[config.mk]
export PLATFORM = sky130hd
export DESIGN_NAME = handshake_option_parser
export DESIGN_NICKNAME = d
export VERILOG_FILES = /design/src/rtl/core/hop_pkg.sv /design/src/rtl/core/handshake_option_parser.sv /design/src/rtl/core/hop_decode.sv
export SDC_FILE = /design/constraint.sdc
export NUM_CORES = 1
export LEC_CHECK = 0
export BUFFER_PORTS_ARGS = -buffer_cell sky130_fd_sc_hd__buf_2
export CAP_MARGIN = 15
export CORE_UTILIZATION = 45
export DETAILED_ROUTE_END_ITERATION = 10
export HOLD_SLACK_MARGIN = 0.02
export SETUP_SLACK_MARGIN = 0.15
export SYNTH_ARGS = -nofsm -noshare
export SYNTH_HDL_FRONTEND = slang
export SYNTH_SLANG_ARGS = --single-unit
[constraint.sdc]
create_clock -name clock -period 23 [get_ports clock]
set_input_delay 1.15 -clock clock [delete_from_list [all_inputs] [get_ports clock]]
set_output_delay 1.15 -clock clock [all_outputs]
set_load 0.005 [all_outputs]
[src/rtl/core/hop_pkg.sv]
package hop_pkg;

   // one byte of the handshake message
   typedef struct packed {
      logic [7:0] data_byte;
      logic       end_of_message;
   } req_type;

   // one decoded field or the closing status
   typedef struct packed {
      logic [3:0]  kind;
      logic [63:0] value;
      logic [5:0]  swarm_index;
      logic [1:0]  status;
      logic [2:0]  error_cause;
      logic [15:0] bytes_consumed;
      logic        done_res;
   } rsp_type;

   typedef enum logic [4:0] {
      PH_DEST    = 5'd0,
      PH_TYPE    = 5'd1,
      PH_SRC     = 5'd2,
      PH_OPT     = 5'd3,
      PH_VER     = 5'd4,
      PH_MINVER  = 5'd5,
      PH_SWLEN   = 5'd6,
      PH_SWBYTES = 5'd7,
      PH_CPROT   = 5'd8,
      PH_MERKLE  = 5'd9,
      PH_LIVESIG = 5'd10,
      PH_ADDR    = 5'd11,
      PH_DISC    = 5'd12,
      PH_SUPLEN  = 5'd13,
      PH_SUPSKIP = 5'd14,
      PH_CHUNK   = 5'd15,
      PH_DONE    = 5'd16
   } phase_type;

   typedef enum logic [3:0] {
      KIND_DEST    = 4'd0,
      KIND_SRC     = 4'd1,
      KIND_VER     = 4'd2,
      KIND_MINVER  = 4'd3,
      KIND_SWLEN   = 4'd4,
      KIND_SWBYTE  = 4'd5,
      KIND_CPROT   = 4'd6,
      KIND_MERKLE  = 4'd7,
      KIND_LIVESIG = 4'd8,
      KIND_ADDR    = 4'd9,
      KIND_DISC    = 4'd10,
      KIND_SUPLEN  = 4'd11,
      KIND_CHUNK   = 4'd12,
      KIND_STATUS  = 4'd13
   } kind_type;

   typedef enum logic [1:0] {
      ST_INIT  = 2'd0,
      ST_CLOSE = 2'd1,
      ST_ERROR = 2'd2
   } status_type;

   typedef enum logic [2:0] {
      CAUSE_NONE      = 3'd0,
      CAUSE_TYPE      = 3'd1,
      CAUSE_METHOD    = 3'd2,
      CAUSE_NO_END    = 3'd3,
      CAUSE_TRUNCATED = 3'd4,
      CAUSE_SWARM     = 3'd5,
      CAUSE_NOT_INIT  = 3'd6
   } cause_type;

   localparam logic [7:0] OPT_END  = 8'hff;
   localparam logic [7:0] OPT_LAST = 8'd9;
   localparam logic [7:0] MSG_TYPE_HANDSHAKE = 8'h00;

   // phase entered after option codes 0..9
   function automatic phase_type opt_phase(input logic [3:0] code);
      phase_type ph;
      case (code)
         4'd0:    ph = PH_VER;
         4'd1:    ph = PH_MINVER;
         4'd2:    ph = PH_SWLEN;
         4'd3:    ph = PH_CPROT;
         4'd4:    ph = PH_MERKLE;
         4'd5:    ph = PH_LIVESIG;
         4'd6:    ph = PH_ADDR;
         4'd7:    ph = PH_DISC;
         4'd8:    ph = PH_SUPLEN;
         4'd9:    ph = PH_CHUNK;
         default: ph = PH_OPT;
      endcase
      return ph;
   endfunction

endpackage

[src/rtl/core/handshake_option_parser.sv]
// Handshake option parser.
// Requests arrive on the req_ channel, one message byte per request, with
// end_of_message set on the last byte. A request is taken on a rising edge
// with req_valid high and req_stall low.
// Results leave on the rsp_ channel: one per decoded field, one per swarm-id
// byte, and a closing status (done_res set) carrying init, close or error.
// Many bytes (padding of multi-byte fields, skipped bitmap bytes, bytes after
// a status) produce no result.
// A request is registered on entry and its result is registered on exit;
// the decode step runs on the request once the exit register can load,
// and its result enters the exit register at that edge.
// Throughput: one request per cycle unless stalled; the single-byte decode
// step is the only logic between the entry and exit registers.
// Stall: while the exit register holds an unaccepted result, the entry
// register holds its request and req_stall rises; backpressure stalls the
// incoming bytes, and nothing is dropped.
// Reset (synchronous, active high) empties both registers, returns the
// parser to the destination-channel phase and clears the kept addressing
// method and channel numbers.
module handshake_option_parser #(
   parameter int SWARM_MAX = 64
) (
   input  logic             clock,
   input  logic             reset,
   input  logic             req_valid,
   output logic             req_stall,
   input  hop_pkg::req_type req_data,
   output logic             rsp_valid,
   input  logic             rsp_stall,
   output hop_pkg::rsp_type rsp_data
);

   // entry register
   logic             in_valid_ff, in_valid_in;
   hop_pkg::req_type in_item_ff, in_item_in;

   // exit register
   logic             rsp_valid_ff, rsp_valid_in;
   hop_pkg::rsp_type rsp_data_ff, rsp_data_in;

   logic             res_free;
   logic             step;
   logic             take;
   logic             has_result;
   hop_pkg::rsp_type result;

   hop_decode #(
      .SWARM_MAX (SWARM_MAX)
   ) u_decode (
      .clock      (clock),
      .reset      (reset),
      .step       (step),
      .item       (in_item_ff),
      .has_result (has_result),
      .result     (result)
   );

   always_comb begin
      // exit register can load when empty or being drained this cycle
      res_free  = !rsp_valid_ff || !rsp_stall;
      step      = in_valid_ff && res_free;
      req_stall = in_valid_ff && !res_free;
      take      = req_valid && !req_stall;

      in_valid_in = take ? 1'b1 : (in_valid_ff && !step);
      in_item_in  = take ? req_data : in_item_ff;

      rsp_valid_in = step ? has_result : (rsp_valid_ff && rsp_stall);
      rsp_data_in  = (step && has_result) ? result : rsp_data_ff;
   end

   always_ff @(posedge clock) begin
      if (reset) begin
         in_valid_ff  <= 1'b0;
         rsp_valid_ff <= 1'b0;
      end else begin
         in_valid_ff  <= in_valid_in;
         rsp_valid_ff <= rsp_valid_in;
      end
   end

   always_ff @(posedge clock) begin
      in_item_ff  <= in_item_in;
      rsp_data_ff <= rsp_data_in;
   end

   assign rsp_valid = rsp_valid_ff;
   assign rsp_data  = rsp_data_ff;

   // backpressure only ever holds a request already in the entry register
   a_stall_needs_item: assert property (@(posedge clock) disable iff (reset)
      req_stall |-> in_valid_ff)
      else $error("req_stall raised with an empty entry register");

   // a decoded result always appears on the port in the following cycle
   a_result_lands: assert property (@(posedge clock) disable iff (reset)
      step && has_result |=> rsp_valid && rsp_data == $past(result))
      else $error("decoded result lost on its way to the exit register");

   // status and byte count only travel on status results
   a_status_only: assert property (@(posedge clock) disable iff (reset)
      rsp_valid && rsp_data.kind != hop_pkg::KIND_STATUS |->
         rsp_data.bytes_consumed == 16'd0 && rsp_data.done_res == 1'b0)
      else $error("status fields set on a field result");

endmodule

[src/rtl/core/hop_decode.sv]
// Byte-wide handshake parser: state registers plus one step of decode per byte.
module hop_decode #(
   parameter int SWARM_MAX = 64
) (
   input  logic             clock,
   input  logic             reset,
   input  logic             step,
   input  hop_pkg::req_type item,
   output logic             has_result,
   output hop_pkg::rsp_type result
);

   localparam logic [16:0] SwarmLimit = 17'(SWARM_MAX);

   hop_pkg::phase_type phase_ff, phase_in;
   logic [15:0] fbl_ff, fbl_in;
   logic [63:0] acc_ff, acc_in;
   logic [3:0]  floor_ff, floor_in;
   logic [7:0]  method_ff, method_in;
   logic [31:0] dest_ff, dest_in;
   logic [31:0] src_ff, src_in;
   logic [15:0] count_ff, count_in;
   logic [5:0]  pos_ff, pos_in;

   logic [7:0]  b;
   logic        active;
   logic        fin;
   logic [15:0] count_inc;
   logic [63:0] shifted;
   logic [15:0] fbl_dec;
   logic        field_end;
   logic [31:0] src_new;

   function automatic hop_pkg::rsp_type mk_status(input hop_pkg::status_type st,
                                                  input hop_pkg::cause_type cause,
                                                  input logic [15:0] cnt);
      hop_pkg::rsp_type r;
      r                = '0;
      r.kind           = hop_pkg::KIND_STATUS;
      r.status         = st;
      r.error_cause    = cause;
      r.bytes_consumed = cnt;
      r.done_res       = 1'b1;
      return r;
   endfunction

   function automatic hop_pkg::rsp_type mk_field(input hop_pkg::kind_type k,
                                                 input logic [63:0] v);
      hop_pkg::rsp_type r;
      r       = '0;
      r.kind  = k;
      r.value = v;
      return r;
   endfunction

   always_comb begin
      b         = item.data_byte;
      active    = phase_ff != hop_pkg::PH_DONE;
      count_inc = (active && count_ff != 16'hffff) ? count_ff + 16'd1 : count_ff;
      shifted   = {acc_ff[55:0], b};
      fbl_dec   = (fbl_ff != 16'd0) ? fbl_ff - 16'd1 : fbl_ff;
      field_end = fbl_dec == 16'd0;
      src_new   = shifted[31:0];

      phase_in   = phase_ff;
      fbl_in     = fbl_ff;
      acc_in     = acc_ff;
      floor_in   = floor_ff;
      method_in  = method_ff;
      dest_in    = dest_ff;
      src_in     = src_ff;
      count_in   = count_inc;
      pos_in     = pos_ff;
      has_result = 1'b0;
      result     = '0;
      fin        = 1'b0;

      unique case (phase_ff)
         hop_pkg::PH_DEST: begin
            acc_in = shifted;
            if (count_inc >= 16'd4) begin
               dest_in    = shifted[31:0];
               result     = mk_field(hop_pkg::KIND_DEST, {32'd0, shifted[31:0]});
               has_result = 1'b1;
               phase_in   = hop_pkg::PH_TYPE;
            end
         end
         hop_pkg::PH_TYPE: begin
            if (b != hop_pkg::MSG_TYPE_HANDSHAKE) begin
               result     = mk_status(hop_pkg::ST_ERROR, hop_pkg::CAUSE_TYPE,
                                      count_inc - 16'd1);
               has_result = 1'b1;
               fin        = 1'b1;
            end else begin
               phase_in = hop_pkg::PH_SRC;
               fbl_in   = 16'd4;
               acc_in   = '0;
            end
         end
         hop_pkg::PH_SRC: begin
            acc_in = shifted;
            fbl_in = fbl_dec;
            if (field_end) begin
               src_in     = src_new;
               has_result = 1'b1;
               if (dest_ff != 32'd0 && src_new == 32'd0) begin
                  result = mk_status(hop_pkg::ST_CLOSE, hop_pkg::CAUSE_NONE, count_inc);
                  fin    = 1'b1;
               end else begin
                  result   = mk_field(hop_pkg::KIND_SRC, {32'd0, src_new});
                  phase_in = hop_pkg::PH_OPT;
                  floor_in = '0;
               end
            end
         end
         hop_pkg::PH_OPT: begin
            if (b == hop_pkg::OPT_END) begin
               has_result = 1'b1;
               fin        = 1'b1;
               if (dest_ff == 32'd0 && src_ff != 32'd0)
                  result = mk_status(hop_pkg::ST_INIT, hop_pkg::CAUSE_NONE, count_inc);
               else
                  result = mk_status(hop_pkg::ST_ERROR, hop_pkg::CAUSE_NOT_INIT,
                                     count_inc);
            end else if (b <= hop_pkg::OPT_LAST && b >= {4'd0, floor_ff}) begin
               floor_in = b[3:0] + 4'd1;
               phase_in = hop_pkg::opt_phase(b[3:0]);
               acc_in   = '0;
               case (hop_pkg::opt_phase(b[3:0]))
                  hop_pkg::PH_SWLEN: fbl_in = 16'd2;
                  hop_pkg::PH_CHUNK: fbl_in = 16'd4;
                  hop_pkg::PH_DISC: begin
                     if (method_ff == 8'd0 || method_ff == 8'd2) begin
                        fbl_in = 16'd4;
                     end else if (method_ff <= 8'd4) begin
                        fbl_in = 16'd8;
                     end else begin
                        result     = mk_status(hop_pkg::ST_ERROR, hop_pkg::CAUSE_METHOD,
                                               count_inc);
                        has_result = 1'b1;
                        fin        = 1'b1;
                     end
                  end
                  default: ;
               endcase
            end else begin
               result     = mk_status(hop_pkg::ST_ERROR, hop_pkg::CAUSE_NO_END,
                                      count_inc - 16'd1);
               has_result = 1'b1;
               fin        = 1'b1;
            end
         end
         hop_pkg::PH_VER: begin
            result     = mk_field(hop_pkg::KIND_VER, {56'd0, b});
            has_result = 1'b1;
            phase_in   = hop_pkg::PH_OPT;
         end
         hop_pkg::PH_MINVER: begin
            result     = mk_field(hop_pkg::KIND_MINVER, {56'd0, b});
            has_result = 1'b1;
            phase_in   = hop_pkg::PH_OPT;
         end
         hop_pkg::PH_CPROT: begin
            result     = mk_field(hop_pkg::KIND_CPROT, {56'd0, b});
            has_result = 1'b1;
            phase_in   = hop_pkg::PH_OPT;
         end
         hop_pkg::PH_MERKLE: begin
            result     = mk_field(hop_pkg::KIND_MERKLE, {56'd0, b});
            has_result = 1'b1;
            phase_in   = hop_pkg::PH_OPT;
         end
         hop_pkg::PH_LIVESIG: begin
            result     = mk_field(hop_pkg::KIND_LIVESIG, {56'd0, b});
            has_result = 1'b1;
            phase_in   = hop_pkg::PH_OPT;
         end
         hop_pkg::PH_ADDR: begin
            method_in  = b;
            result     = mk_field(hop_pkg::KIND_ADDR, {56'd0, b});
            has_result = 1'b1;
            phase_in   = hop_pkg::PH_OPT;
         end
         hop_pkg::PH_SWLEN: begin
            acc_in = shifted;
            fbl_in = fbl_dec;
            if (field_end) begin
               has_result = 1'b1;
               if ({1'b0, shifted[15:0]} > SwarmLimit) begin
                  result = mk_status(hop_pkg::ST_ERROR, hop_pkg::CAUSE_SWARM, count_inc);
                  fin    = 1'b1;
               end else begin
                  result   = mk_field(hop_pkg::KIND_SWLEN, {48'd0, shifted[15:0]});
                  fbl_in   = shifted[15:0];
                  pos_in   = '0;
                  phase_in = (shifted[15:0] != 16'd0) ? hop_pkg::PH_SWBYTES
                                                      : hop_pkg::PH_OPT;
               end
            end
         end
         hop_pkg::PH_SWBYTES: begin
            result             = mk_field(hop_pkg::KIND_SWBYTE, {56'd0, b});
            result.swarm_index = pos_ff;
            has_result         = 1'b1;
            pos_in             = pos_ff + 6'd1;
            fbl_in             = fbl_dec;
            if (field_end)
               phase_in = hop_pkg::PH_OPT;
         end
         hop_pkg::PH_DISC: begin
            acc_in = shifted;
            fbl_in = fbl_dec;
            if (field_end) begin
               result     = mk_field(hop_pkg::KIND_DISC, shifted);
               has_result = 1'b1;
               phase_in   = hop_pkg::PH_OPT;
            end
         end
         hop_pkg::PH_SUPLEN: begin
            result     = mk_field(hop_pkg::KIND_SUPLEN, {56'd0, b});
            has_result = 1'b1;
            fbl_in     = {8'd0, b};
            phase_in   = (b != 8'd0) ? hop_pkg::PH_SUPSKIP : hop_pkg::PH_OPT;
         end
         hop_pkg::PH_SUPSKIP: begin
            fbl_in = fbl_dec;
            if (field_end)
               phase_in = hop_pkg::PH_OPT;
         end
         hop_pkg::PH_CHUNK: begin
            acc_in = shifted;
            fbl_in = fbl_dec;
            if (field_end) begin
               result     = mk_field(hop_pkg::KIND_CHUNK, {32'd0, shifted[31:0]});
               has_result = 1'b1;
               phase_in   = hop_pkg::PH_OPT;
            end
         end
         default: ;
      endcase

      if (fin)
         phase_in = hop_pkg::PH_DONE;

      if (item.end_of_message) begin
         if (active && !fin) begin
            result     = mk_status(hop_pkg::ST_ERROR, hop_pkg::CAUSE_TRUNCATED, count_inc);
            has_result = 1'b1;
         end
         phase_in = hop_pkg::PH_DEST;
         fbl_in   = '0;
         acc_in   = '0;
         floor_in = '0;
         count_in = '0;
         pos_in   = '0;
      end
   end

   always_ff @(posedge clock) begin
      if (reset) begin
         phase_ff  <= hop_pkg::PH_DEST;
         fbl_ff    <= '0;
         acc_ff    <= '0;
         floor_ff  <= '0;
         method_ff <= '0;
         dest_ff   <= '0;
         src_ff    <= '0;
         count_ff  <= '0;
         pos_ff    <= '0;
      end else if (step) begin
         phase_ff  <= phase_in;
         fbl_ff    <= fbl_in;
         acc_ff    <= acc_in;
         floor_ff  <= floor_in;
         method_ff <= method_in;
         dest_ff   <= dest_in;
         src_ff    <= src_in;
         count_ff  <= count_in;
         pos_ff    <= pos_in;
      end
   end

endmodule

==> insert_results.sql, run 1 <==
INSERT INTO impl_metrics (metric_group, metric, value, unit) VALUES
('status', 'status', 'completed', ''),
('die', 'initial_utilization', '0.459', ''),
('cts', 'clock_path_buffers', '3', ''),
('critical_path', 'timing.critical_path.required', '23190', 'ps'),
('cts', 'cts.sink_count', '286', ''),
('critical_path', 'worst_path_cell_chain', 'or4_1 > o211ai_1 > nor4_1 > nor3_1 > a31o_2 > and4_1 > or2_2 > a21boi_0 > a21oi_4 > buf_4', ''),
('critical_path', 'critPathMaxFanout', '77', ''),
('timing', 'finalHoldViolCount', '0', ''),
('timing', 'setup_violations', '0', ''),
('routing', 'met3WireLength', '1.73', 'mm'),
('grt', 'first_global_vias', '10500', ''),
('critical_path', 'crit_path_max_incr_delay', '900', 'ps'),
('yosys', 'seq_area_frac_synth', '0.497', ''),
('die', 'dieWidth', '176', 'µm'),
('layout', 'post_route_cells_drive_above_1_share', '0.128', ''),
('power', 'vdd_ir_drop_max', '0.0614', 'mV'),
('flow_run', 'drv.max_cap_violation_count', '0', ''),
('routing', 'final_antenna_net_count', '0', ''),
('placed_design', 'dp_hpwl', '23.7', 'mm'),
('routing', 'detailedRoute.firstIterationViolations', '1114', ''),
('yosys', 'async_reset_ff_frac', '0', ''),
('power', 'leakage', '5.85', 'nW'),
('layout', 'synthesis_to_finish_area_growth', '13.2', '%'),
('routing', 'vias_per_cell', '5.78', ''),
('routing', 'wl_met2', '16.3', 'mm'),
('power', 'p_per_area', '70.6', 'mW/mm²'),
('routing', 'route.top_layer_used', 'met4', ''),
('timing', 'report.final.slew_viol_count', '0', ''),
('die', 'num_io_pins', '111', ''),
('grt', 'antenna_violations_before_repair', '0', ''),
('placed_design', 'gp_routability_congestion', '0.946', ''),
('layout', 'most_frequent_cells_in_the_layout', '200 x sky130_fd_sc_hd__nand2_1, 181 x sky130_fd_sc_hd__dfxtp_1, 143 x sky130_fd_sc_hd__a21oi_1, 122 x sky130_fd_sc_hd__nor2_1, 110 x sky130_fd_sc_hd__buf_2', ''),
('yosys', 'netlist-cell-type-count', '80', ''),
('timing', 'worst_slew_pin_tran', '1160', 'ps'),
('cts', 'clk_latency', '570', 'ps'),
('critical_path', 'cpMaxStageDelayCell', 'sky130_fd_sc_hd__dfxtp_1', ''),
('yosys', 'synth_edf_count', '105', ''),
('timing', 'rsz_0062_raised_after_global_routing', 'false', ''),
('cts', 'cts-buffers-inserted', '30', ''),
('die', 'die_area', '0.0310', 'mm²'),
('layout', 'fillerInstances', '2821', ''),
('routing', 'drt-wirelength-per-cell', '18.2', 'µm'),
('timing', 'postLayoutSetupSlackWorst', '17560', 'ps'),
('placed_design', 'buffer_ports.inserted', '110', ''),
('layout', 'commonest_non_fill_non_tap_cell_in_the_layout', 'sky130_fd_sc_hd__nand2_1', ''),
('timing', 'clock_skew', '19.0', 'ps'),
('die', 'rows', '63', ''),
('cts', 'cts_hold_repair.buffers', '0', ''),
('grt', 'grt_remaining_overflow', '0', ''),
('routing', 'postRouteWirelength', '36.2', 'mm'),
('routing', 'wirelength_met1', '17.3', 'mm'),
('critical_path', 'critPathArrivalTime', '5630', 'ps'),
('cts', 'cts_post_setup_buffers_inserted', '0', ''),
('min_path', 'hold_class', 'reg2reg', ''),
('cts', 'clock_slew_seen_by_the_registers_of_the_worst_setup_and_hold_paths', '60', 'ps'),
('timing', 'fin_crit', '5440', 'ps'),
('yosys', 'syn_area', '0.0136', 'mm²'),
('timing', 'slew_headroom', '0.228', ''),
('grt', 'global_route_wire_length_before_repair', '57.4', 'mm'),
('die', 'floorplan.core_area', '0.0297', 'mm²'),
('layout', 'antennaDiodeCount', '0', ''),
('yosys', 'synth.ff_latch_count', '286', ''),
('timing', 'finalCritPeriodShare', '0.237', ''),
('critical_path', 'critical_path_class', 'reg2reg', ''),
('placed_design', 'preCtsSetupSlack', '17660', 'ps'),
('die', 'die_height', '176', 'µm'),
('yosys', 'syn_area_per_cell', '9.00', 'µm²'),
('yosys', 'synth.net_count', '1549', ''),
('layout', 'final_net_count', '1602', ''),
('routing', 'vias', '11500', ''),
('cts', 'clock_tree.root_cell', 'sky130_fd_sc_hd__clkbuf_16', '');
-- through the flow --
stage	cell area [µm²]	utilization	power, mW	instances
6_report	15500	0.520	1.09	1984
5_1_grt	15500	0.520	1.13	1984
4_1_cts	15400	0.519	1.10	1982
3_5_place_dp	14400	0.484	0.605	1926
3_3_place_gp	14400	0.484	0.605	1926
2_1_floorplan	13600	-	0.584	1517
-- registers in the layout, summed over array words and instances, names as in the netlist, named ones only --
signal and flops:
in_item_ff 9, rsp_data 96, u_decode.acc_ff 56, in_valid_ff 1, u_decode.count_ff 16, u_decode.src_ff 32
rsp_valid 1, u_decode.pos_ff 6, u_decode.fbl_ff 16, u_decode.method_ff 8, u_decode.dest_ff 32, u_decode.phase_ff 5
u_decode.floor_ff 4
-- where the power goes --
part | internal (mW) | switching (mW) | leakage [nW]
logic | 0.0152 | 0.0395 | 2.83
clock network | 0.292 | 0.206 | 0.519
registers | 0.531 | 0.00837 | 2.49
-- layout make-up --
cell class              count  area (µm²)  area share
flip-flops and latches    286        6780       0.438
multi-input cells        1095        6360       0.411
clock buffers              43         923      0.0597
well taps                 390         488      0.0316
repair buffers            124         673      0.0436
inverters                  33         124     0.00801
clock inverters            13         111     0.00720
-- routing by layer --
metal | global-route usage | up-vias
li1 | - | 5585
met1 | 0.329 | 5480
met2 | 0.368 | 351
met3 | 0.0258 | 47
met4 | 0.0529 | 0
met5 | 0 | -
-- path summary, 6_finish.rpt --
path	startpoint	endpoint	slack, ps	cells after the start
hold reg to reg	u_decode.acc_ff[55]	u_decode.acc_ff[55]	450	2
setup reg to reg	u_decode.phase_ff[0]	rsp_data[25]	17560	10
setup / recovery	u_decode.phase_ff[0]	rsp_data[25]	17560	10
hold / removal	u_decode.acc_ff[55]	u_decode.acc_ff[55]	450	2
-- worst max-delay path, delay by kind of cell, from the launching register on --
kind / cells / cell delay, ps
AO/OA/AOI/OAI: 4 / 1390
buffers and inverters: 1 / 830
flip-flops: 1 / 900
AND/OR/NAND/NOR: 5 / 1830
-- kinds of logic (layout without fill, tap and decap cells) --
logic type                 Yosys count  in the layout  synth area share
AOI/OAI and AO/OA                  324            324             0.147
xor gates and xnor gates            25             25            0.0160
adders and majority gates           21             21            0.0189
buffers and inverters              136            213            0.0402
DFF                                286            286             0.497
muxes                               41             41            0.0302
and+or+nand+nor                    684            684             0.251
-- cell usage after synthesis (5+ instances only) --
cell type | number | area share
sky130_fd_sc_hd__nand2b_1 | 11 | 0.0050
sky130_fd_sc_hd__a31oi_1 | 8 | 0.0037
sky130_fd_sc_hd__nor4_1 | 38 | 0.017
sky130_fd_sc_hd__dfxtp_1 | 181 | 0.27
sky130_fd_sc_hd__o22ai_1 | 13 | 0.0060
sky130_fd_sc_hd__nand4_1 | 22 | 0.010
sky130_fd_sc_hd__edfxtp_1 | 105 | 0.23
sky130_fd_sc_hd__a21oi_1 | 144 | 0.053
sky130_fd_sc_hd__buf_4 | 5 | 0.0028
sky130_fd_sc_hd__nor2_1 | 122 | 0.034
sky130_fd_sc_hd__nor3b_1 | 7 | 0.0039
sky130_fd_sc_hd__a21boi_0 | 5 | 0.0028
sky130_fd_sc_hd__clkbuf_1 | 79 | 0.022
sky130_fd_sc_hd__o21ai_0 | 50 | 0.018
sky130_fd_sc_hd__nand3_1 | 97 | 0.036
sky130_fd_sc_hd__a22o_1 | 6 | 0.0039
sky130_fd_sc_hd__ha_1 | 19 | 0.017
sky130_fd_sc_hd__o211ai_1 | 11 | 0.0061
sky130_fd_sc_hd__o21a_1 | 9 | 0.0050
sky130_fd_sc_hd__buf_2 | 11 | 0.0040
sky130_fd_sc_hd__nor3_1 | 36 | 0.013
sky130_fd_sc_hd__a211oi_1 | 12 | 0.0066
sky130_fd_sc_hd__inv_1 | 30 | 0.0083
sky130_fd_sc_hd__mux2i_1 | 40 | 0.029
sky130_fd_sc_hd__xnor2_1 | 13 | 0.0083
sky130_fd_sc_hd__a22oi_1 | 11 | 0.0061
sky130_fd_sc_hd__and2_1 | 83 | 0.038
sky130_fd_sc_hd__and3_1 | 8 | 0.0037
sky130_fd_sc_hd__or4_1 | 16 | 0.0088
sky130_fd_sc_hd__and4_1 | 7 | 0.0045
sky130_fd_sc_hd__xor2_1 | 12 | 0.0077
sky130_fd_sc_hd__nand2_1 | 200 | 0.055
sky130_fd_sc_hd__or3_1 | 11 | 0.0050
Note: power is estimated with default switching activity, not from simulation.
==> inputs of run 2 (changes only) <==
ABC_AREA = 1   (was unset)
clock period = 4.42 ns   (was 23 ns; I/O delays follow)
==> run 2 against run 1 <==
Sequential power grew to 5.5 times the previous value. Synthesized area rose by 8.9%. Combinational power grew to 21 times the previous value. Register-to-register slack got worse by 17000 ps. Critical path type unchanged.
==> insert_results.sql, run 2 <==
INSERT INTO impl_metrics (metric_group, metric, value, unit) VALUES
('grt', 'grt_start_max_net_pins', '77', ''),
('min_path', 'hold_class', 'in2reg', ''),
('routing', 'postRouteWirelength', '39.1', 'mm'),
('placed_design', 'preCtsSetupSlack', '743', 'ps'),
('grt', 'first_global_vias', '11800', ''),
('placed_design', 'dp_hpwl', '27.2', 'mm'),
('yosys', 'syn_area', '0.0149', 'mm²'),
('grt', 'grt_usage', '0.231', ''),
('power', 'fin_total_pwr', '6.65', 'mW'),
('cts', 'clock_tree.root_cell', 'sky130_fd_sc_hd__clkbuf_16', ''),
('die', 'dieWidth', '184', 'µm'),
('yosys', 'synthesized_instance_count', '1876', ''),
('cts', 'cts.sink_count', '286', ''),
('placed_design', 'buffer_ports.inserted', '110', ''),
('yosys', 'yosysMostFrequentCell', 'sky130_fd_sc_hd__nand2_1', ''),
('timing', 'finalHoldViolCount', '0', ''),
('critical_path', 'critPathCaptureType', 'flip-flop', ''),
('yosys', 'synth-warning-count', '0', ''),
('yosys', 'synth.net_count', '1908', ''),
('yosys', 'synth.ff_latch_count', '286', ''),
('cts', 'postCtsResizedCells', '0', ''),
('yosys', 'netlist-cell-type-count', '47', ''),
('timing', 'timing.setup.tns', '0', 'ps'),
('yosys', 'yosys-mux-area-fraction', '0', ''),
('yosys', 'seq_area_frac_synth', '0.456', ''),
('min_path', 'worstHoldEndpoint', 'rsp_valid', ''),
('routing', 'final_antenna_net_count', '0', ''),
('yosys', 'post-synth-top-area-cell', 'sky130_fd_sc_hd__dfxtp_1', ''),
('timing', 'slew_headroom', '0.344', ''),
('routing', 'vias', '12800', ''),
('routing', 'vias_per_cell', '5.27', ''),
('die', 'floorplan.core_area', '0.0325', 'mm²'),
('critical_path', 'critPathMaxFanout', '76', ''),
('timing', 'max_clock_freq', '0.268', 'GHz'),
('cts', 'clock_path_buffers', '3', ''),
('placed_design', 'gp_routability_congestion', '0.935', ''),
('routing', 'detailedRoute.firstIterationViolations', '1153', ''),
('timing', 'rsz_0062_raised_after_global_routing', 'false', ''),
('status', 'status', 'completed', ''),
('critical_path', 'critPathArrivalTime', '4020', 'ps'),
('routing', 'drt-wirelength-per-cell', '16.1', 'µm'),
('cts', 'clock_slew_seen_by_the_registers_of_the_worst_setup_and_hold_paths', '60', 'ps'),
('flow_run', 'drv.max_cap_violation_count', '0', ''),
('die', 'initial_utilization', '0.457', ''),
('yosys', 'yosys_most_used_dff', 'sky130_fd_sc_hd__dfxtp_1', ''),
('yosys', 'yosys.area_share.adder', '0.0160', ''),
('cts', 'cts_max_level', '1', ''),
('cts', 'clk_latency', '590', 'ps'),
('cts', 'tritoncts', 'done', ''),
('power', 'p_per_area', '398', 'mW/mm²'),
('min_path', 'worst_hold_path.num_cells', '3', ''),
('layout', 'most_frequent_cells_in_the_layout', '374 x sky130_fd_sc_hd__nand2_1, 240 x sky130_fd_sc_hd__inv_1, 181 x sky130_fd_sc_hd__dfxtp_1, 149 x sky130_fd_sc_hd__a21oi_1, 148 x sky130_fd_sc_hd__nand3_1', ''),
('routing', 'drc_errors', '0', ''),
('critical_path', 'crit_path_start_kind', 'flip-flop', ''),
('yosys', 'syn_area_per_cell', '7.92', 'µm²'),
('die', 'die_height', '184', 'µm'),
('critical_path', 'r2r.worst_path.cells', '18', ''),
('layout', 'final_net_count', '1991', ''),
('die', 'rows', '66', ''),
('cts', 'cts-buffers-inserted', '30', ''),
('timing', 'postLayoutSetupSlackWorst', '686', 'ps'),
('yosys', 'synthSimpleGateAreaFrac', '0.298', ''),
('yosys', 'yosys.area_share.xor_xnor', '0.0100', ''),
('critical_path', 'timing.critical_path.required', '4710', 'ps'),
('timing', 'worst_slew_pin_tran', '982', 'ps'),
('critical_path', 'r2r-end', 'rsp_data[57]', ''),
('yosys', 'ys_top_cells_by_area', 'sky130_fd_sc_hd__dfxtp_1 24%, sky130_fd_sc_hd__edfxtp_1 21%, sky130_fd_sc_hd__nand2_1 9.4%, sky130_fd_sc_hd__inv_1 6.1%, sky130_fd_sc_hd__a21oi_1 5.0%', ''),
('layout', 'commonest_non_fill_non_tap_cell_in_the_layout', 'sky130_fd_sc_hd__nand2_1', ''),
('layout', 'largest_register_ff_count', '96', ''),
('die', 'die_area', '0.0338', 'mm²'),
('min_path', 'holdCritStartpoint', 'rsp_stall', ''),
('power', 'vdd_ir_drop_max', '0.407', 'mV'),
('power', 'leakage', '6.97', 'nW'),
('critical_path', 'regToRegStartpoint', 'in_item_ff[1]', ''),
('timing', 'clock_skew', '35.2', 'ps'),
('timing', 'report.final.slew_viol_count', '0', ''),
('die', 'num_io_pins', '111', ''),
('timing', 'fin_crit', '3730', 'ps'),
('routing', 'detail_route.first_pass.iterations', '5', ''),
('yosys', 'synth_top_cells_by_count', '374 x sky130_fd_sc_hd__nand2_1, 241 x sky130_fd_sc_hd__inv_1, 181 x sky130_fd_sc_hd__dfxtp_1, 149 x sky130_fd_sc_hd__a21oi_1, 149 x sky130_fd_sc_hd__nand3_1', ''),
('grt', 'grt_remaining_overflow', '0', ''),
('grt', 'global_route_wire_length_before_repair', '62.8', 'mm'),
('layout', 'synthesis_to_finish_area_growth', '12.5', '%'),
('yosys', 'async_reset_ff_frac', '0', ''),
('yosys', 'top_area_cell_type_share_of_the_netlist_area', '0.244', ''),
('critical_path', 'worst-r2r-setup-slack', '690', 'ps'),
('timing', 'finalCritPeriodShare', '0.845', ''),
('layout', 'post_route_cells_drive_above_1_share', '0.162', ''),
('timing', 'setup_violations', '0', ''),
('layout', 'antennaDiodeCount', '0', ''),
('critical_path', 'critical_path_class', 'reg2reg', ''),
('grt', 'antenna_violations_before_repair', '0', ''),
('yosys', 'combinational_family_with_the_most_area_after_synthesis', 'simple AND/OR/NAND/NOR gates', ''),
('yosys', 'synth_edf_count', '105', ''),
('yosys', 'synth-compound-area-share', '0.122', '');
## run 2: changes by cell type after synthesis, moves of 21 or more
cell                       delta
sky130_fd_sc_hd__inv_1      +211
sky130_fd_sc_hd__nand2_1    +174
sky130_fd_sc_hd__and2_1      -83
sky130_fd_sc_hd__nand3_1     +52
sky130_fd_sc_hd__clkbuf_1    -41
sky130_fd_sc_hd__mux2i_1     -40
sky130_fd_sc_hd__a211oi_1    +39
sky130_fd_sc_hd__nor3b_2     +30
sky130_fd_sc_hd__nand4_1     +29
sky130_fd_sc_hd__nand2_2     +28
sky130_fd_sc_hd__o21ai_1     +28
sky130_fd_sc_hd__nor2_1      +26
sky130_fd_sc_hd__nor4_1      -26
sky130_fd_sc_hd__inv_2       +21
## run 2: what timing repair did
item / CTS / global route
endpoints found under the setup margin: 0 / 0
setup buffers: 0 / 0
hold buffers: 9 / 0
hold endpoints to repair: 9 / 0
## run 2: metrics by stage
| step | util | instances | hold WS (ps) | area (µm²) |
|---|---|---|---|---|
| floorplan | - | 1876 | 320 | 14900 |
| global placement | 0.481 | 2360 | 398 | 15700 |
| detailed placement | 0.481 | 2360 | 399 | 15700 |
| CTS | 0.514 | 2425 | 67.7 | 16700 |
| global route | 0.514 | 2425 | 120 | 16700 |
| finish | 0.514 | 2425 | 89.7 | 16700 |
## run 2: final cells by class
type | instances | area [µm²]
Clock inverter | 18 | 195
Tap cell | 442 | 553
Timing Repair Buffer | 133 | 761
Fill cell | 3174 | 15800
Multi-Input combinational cell | 1244 | 6650
Sequential cell | 286 | 6780
Clock buffer | 38 | 791
Inverter | 264 | 1000
## run 2: metal layers
layer / global-route usage / up-vias / share of wire
met5: 0 / - / 0
met4: 0.0610 / 0 / 0.023
met3: 0.0256 / 53 / 0.053
met2: 0.373 / 377 / 0.45
met1: 0.327 / 5934 / 0.47
li1: - / 6414 / -
## run 2: power breakdown
part / switching, mW / internal, mW
combinational: 0.836 / 0.313
clock: 1.07 / 1.45
sequential: 0.0988 / 2.89
total: 2.00 / 4.65
## run 2: kinds of logic (layout without fill, tap and decap cells)
kind of cell | count (synthesis) | after routing
buffers and inverters | 346 | 453
and+or+nand+nor | 889 | 889
AOI/OAI and AO/OA | 319 | 319
xor gates and xnor gates | 17 | 17
DFF | 286 | 286
adders and majority gates | 19 | 19
## run 2: worst max-delay path, cell delays in order (launching register included)
cell and delay (ps):
sky130_fd_sc_hd__edfxtp_1 520, sky130_fd_sc_hd__inv_1 240, sky130_fd_sc_hd__ha_1 190, sky130_fd_sc_hd__nand2_1 50, sky130_fd_sc_hd__nor2_1 120, sky130_fd_sc_hd__nand3_1 120, sky130_fd_sc_hd__nor2_2 150, sky130_fd_sc_hd__nand2_1 140
sky130_fd_sc_hd__nor2_1 130, sky130_fd_sc_hd__nand2_1 80, sky130_fd_sc_hd__inv_2 100, sky130_fd_sc_hd__o21ai_0 90, sky130_fd_sc_hd__nor2_1 130, sky130_fd_sc_hd__nand2_2 120, sky130_fd_sc_hd__nand3_2 260, sky130_fd_sc_hd__nand2_1 100
sky130_fd_sc_hd__nand2_1 140, sky130_fd_sc_hd__clkinvlp_4 340, sky130_fd_sc_hd__buf_12 330
## run 2: worst max-delay path by stage
stage / from / end
6_report: in_item_ff[1] / rsp_data[57]
3_3_place_gp: in_item_ff[1] / rsp_data[39]
5_1_grt: in_item_ff[1] / rsp_data[57]
4_1_cts: in_item_ff[1] / rsp_data[24]
3_5_place_dp: in_item_ff[1] / rsp_data[40]
2_1_floorplan: in_item_ff[1] / rsp_data[0]
==> inputs of run 3 (changes only) <==
ABC_AREA = 0   (was 1)
PLACE_DENSITY = 0.65   (was unset)
clock period = 3.25 ns   (was 4.42 ns; I/O delays follow)
==> run 3 against run 2 <==
The flow now finishes with violations (negative setup slack). First-iteration DRC count increased by 15%. Critical path type unchanged. Wire length increased by 2.0%. Non-clock buffer count increased by 213. Fmax increased by 14%. Critical path depth decreased by 4. Largest cell class is now multi-input gates. Combinational power decreased by 52%.
==> insert_results.sql, run 3 (synthesis gave the netlist of run 1 again) <==
INSERT INTO impl_metrics (metric_group, metric, value, unit) VALUES
('status', 'status', 'finished with violations', ''),
('status', 'failed_checks', 'negative setup slack', ''),
('placed_design', 'gp_routability_congestion', '0.945', ''),
('critical_path', 'timing.critical_path.required', '3550', 'ps'),
('cts', 'clock_path_buffers', '3', ''),
('routing', 'drt-wirelength-per-cell', '18.1', 'µm'),
('layout', 'final_net_count', '1825', ''),
('grt', 'grt_usage', '0.247', ''),
('layout', 'synthesis_to_finish_area_growth', '31.9', '%'),
('timing', 'postLayoutSetupSlackWorst', '-27.4', 'ps'),
('critical_path', 'crit_path_start_kind', 'flip-flop', ''),
('power', 'pwr-share-seq', '0.485', ''),
('layout', 'fin_util', '0.606', ''),
('cts', 'tritoncts', 'done', ''),
('min_path', 'hold_class', 'in2reg', ''),
('power', 'switching_share', '0.237', ''),
('cts', 'cts.sink_count', '286', ''),
('power', 'net-switching-power', '1.85', 'mW'),
('cts', 'clock_slew_seen_by_the_registers_of_the_worst_setup_and_hold_paths', '60', 'ps'),
('placed_design', 'preCtsSetupSlack', '-167', 'ps'),
('layout', 'most_frequent_cells_in_the_layout', '197 x sky130_fd_sc_hd__nand2_1, 187 x sky130_fd_sc_hd__buf_4, 172 x sky130_fd_sc_hd__dfxtp_1, 138 x sky130_fd_sc_hd__a21oi_1, 120 x sky130_fd_sc_hd__nor2_1', ''),
('timing', 'report.final.slew_viol_count', '0', ''),
('placed_design', 'buffer_ports.inserted', '110', ''),
('layout', 'commonest_non_fill_non_tap_cell_in_the_layout', 'sky130_fd_sc_hd__nand2_1', ''),
('routing', 'detail_route.first_pass.iterations', '6', ''),
('routing', 'final_antenna_net_count', '0', ''),
('timing', 'fin_crit', '3280', 'ps'),
('cts', 'cts-buffers-inserted', '31', ''),
('grt', 'antenna_violations_before_repair', '0', ''),
('critical_path', 'critical_path_class', 'reg2reg', ''),
('grt', 'global_route_wire_length_before_repair', '61.7', 'mm'),
('cts', 'clock_tree.root_cell', 'sky130_fd_sc_hd__clkbuf_16', ''),
('placed_design', 'placedInstanceArea', '0.0159', 'mm²'),
('timing', 'rsz_0062_raised_after_global_routing', 'true', ''),
('cts', 'cts_max_level', '1', ''),
('die', 'die_height', '176', 'µm'),
('die', 'floorplan.core_area', '0.0297', 'mm²'),
('timing', 'max_clock_freq', '0.305', 'GHz'),
('timing', 'finalCritPeriodShare', '1.01', ''),
('timing', 'slew_headroom', '0.400', ''),
('timing', 'clock_skew', '14.7', 'ps'),
('critical_path', 'critPathCaptureType', 'flip-flop', ''),
('die', 'rows', '63', ''),
('die', 'die_area', '0.0310', 'mm²'),
('placed_design', 'dp_hpwl', '26.2', 'mm'),
('die', 'dieWidth', '176', 'µm'),
('routing', 'postRouteWirelength', '39.9', 'mm'),
('power', 'leakage', '7.21', 'nW'),
('power', 'cellInternalPower', '5.97', 'mW'),
('grt', 'first_global_vias', '11700', ''),
('layout', 'antennaDiodeCount', '0', ''),
('critical_path', 'critPathArrivalTime', '3580', 'ps'),
('routing', 'drc_errors', '0', ''),
('die', 'num_io_pins', '111', ''),
('timing', 'worst_slew_pin_tran', '892', 'ps'),
('power', 'proportion_of_power_drawn_by_combinational_gates', '0.071', ''),
('power', 'p_per_area', '434', 'mW/mm²'),
('grt', 'grt_remaining_overflow', '0', ''),
('power', 'clock_power_share', '0.444', ''),
('critical_path', 'critPathMaxFanout', '5', ''),
('min_path', 'worst_hold_path.num_cells', '2', ''),
('power', 'vdd_ir_drop_max', '0.420', 'mV'),
('cts', 'clk_latency', '590', 'ps'),
('critical_path', 'r2r.worst_path.cells', '14', ''),
('routing', 'vias_per_cell', '5.66', ''),
('power', 'fin_total_pwr', '7.82', 'mW'),
('layout', 'finish.instance_area', '0.0180', 'mm²'),
('routing', 'detailedRoute.firstIterationViolations', '1321', ''),
('layout', 'post_route_cells_drive_above_1_share', '0.277', ''),
('grt', 'grt_start_max_net_pins', '84', ''),
('timing', 'finalHoldViolCount', '0', ''),
('layout', 'largest_register_ff_count', '96', ''),
('routing', 'vias', '12500', ''),
('flow_run', 'drv.max_cap_violation_count', '0', ''),
('die', 'initial_utilization', '0.459', ''),
('timing', 'setup_violations', '45', '');
run 3: final timing paths:
kind	startpoint	end	slack, ps
setup reg to reg	u_decode.count_ff[0]	rsp_data[21]	-30
hold / removal	req_data[8]	in_item_ff[8]	290
setup / recovery	u_decode.count_ff[0]	rsp_data[21]	-30
hold reg to reg	u_decode.method_ff[3]	u_decode.method_ff[3]	450
run 3: routing by layer:
metal,routed length [µm],GRT usage,share of wire,vias up
met5,0,0,0,-
met4,725,0.0663,0.018,0
met3,2290,0.0329,0.057,58
met2,18600,0.396,0.47,423
met1,18300,0.348,0.46,6001
li1,-,-,-,6019
run 3: layout make-up:
class | count | area [µm²]
clock buffers | 45 | 930
well taps | 390 | 488
multi-input cells | 1095 | 6840
clock inverters | 13 | 100
flip-flops and latches | 286 | 6790
repair buffers | 346 | 2740
fillers | 2498 | 11700
inverters | 33 | 124
run 3: power by group through the flow:
stage          registers (mW)  logic (mW)  clock network (mW)
6_report                 3.79       0.556                3.47
5_1_grt                  3.80       0.597                3.69
4_1_cts                  3.79       0.518                3.53
3_5_place_dp             3.87       0.467                   0
3_3_place_gp             3.87       0.463                   0
2_1_floorplan            3.86       0.268                   0
run 3: stage by stage:
step	hold WS (ps)	setup TNS, ps	cells
global route	275	-15830	2208
finish	290	-894	2208
global placement	341	-8740	2104
floorplan	261	-122170	1517
detailed placement	341	-11470	2104
CTS	265	0	2191
run 3: critical path: stages, from the launching register on:
cell	delay [ps]
sky130_fd_sc_hd__dfxtp_2	350
sky130_fd_sc_hd__ha_4	180
sky130_fd_sc_hd__nand3_1	160
sky130_fd_sc_hd__or4_4	480
sky130_fd_sc_hd__buf_4	170
sky130_fd_sc_hd__and2_1	160
sky130_fd_sc_hd__a31oi_2	200
sky130_fd_sc_hd__nor2_1	100
sky130_fd_sc_hd__and4_4	200
sky130_fd_sc_hd__or2_4	250
sky130_fd_sc_hd__a21boi_4	150
sky130_fd_sc_hd__a21oi_4	160
sky130_fd_sc_hd__buf_4	140
sky130_fd_sc_hd__buf_8	130
sky130_fd_sc_hd__clkbuf_16	160
run 3: repair_timing:
action	4_1_cts	5_1_grt
endpoints found under the hold margin	13	0
cloned	3	8
hold buffers	12	0
setup endpoints to repair	238	245
setup buffers	14	9
pin swaps	12	33
gates resized for setup	54	81
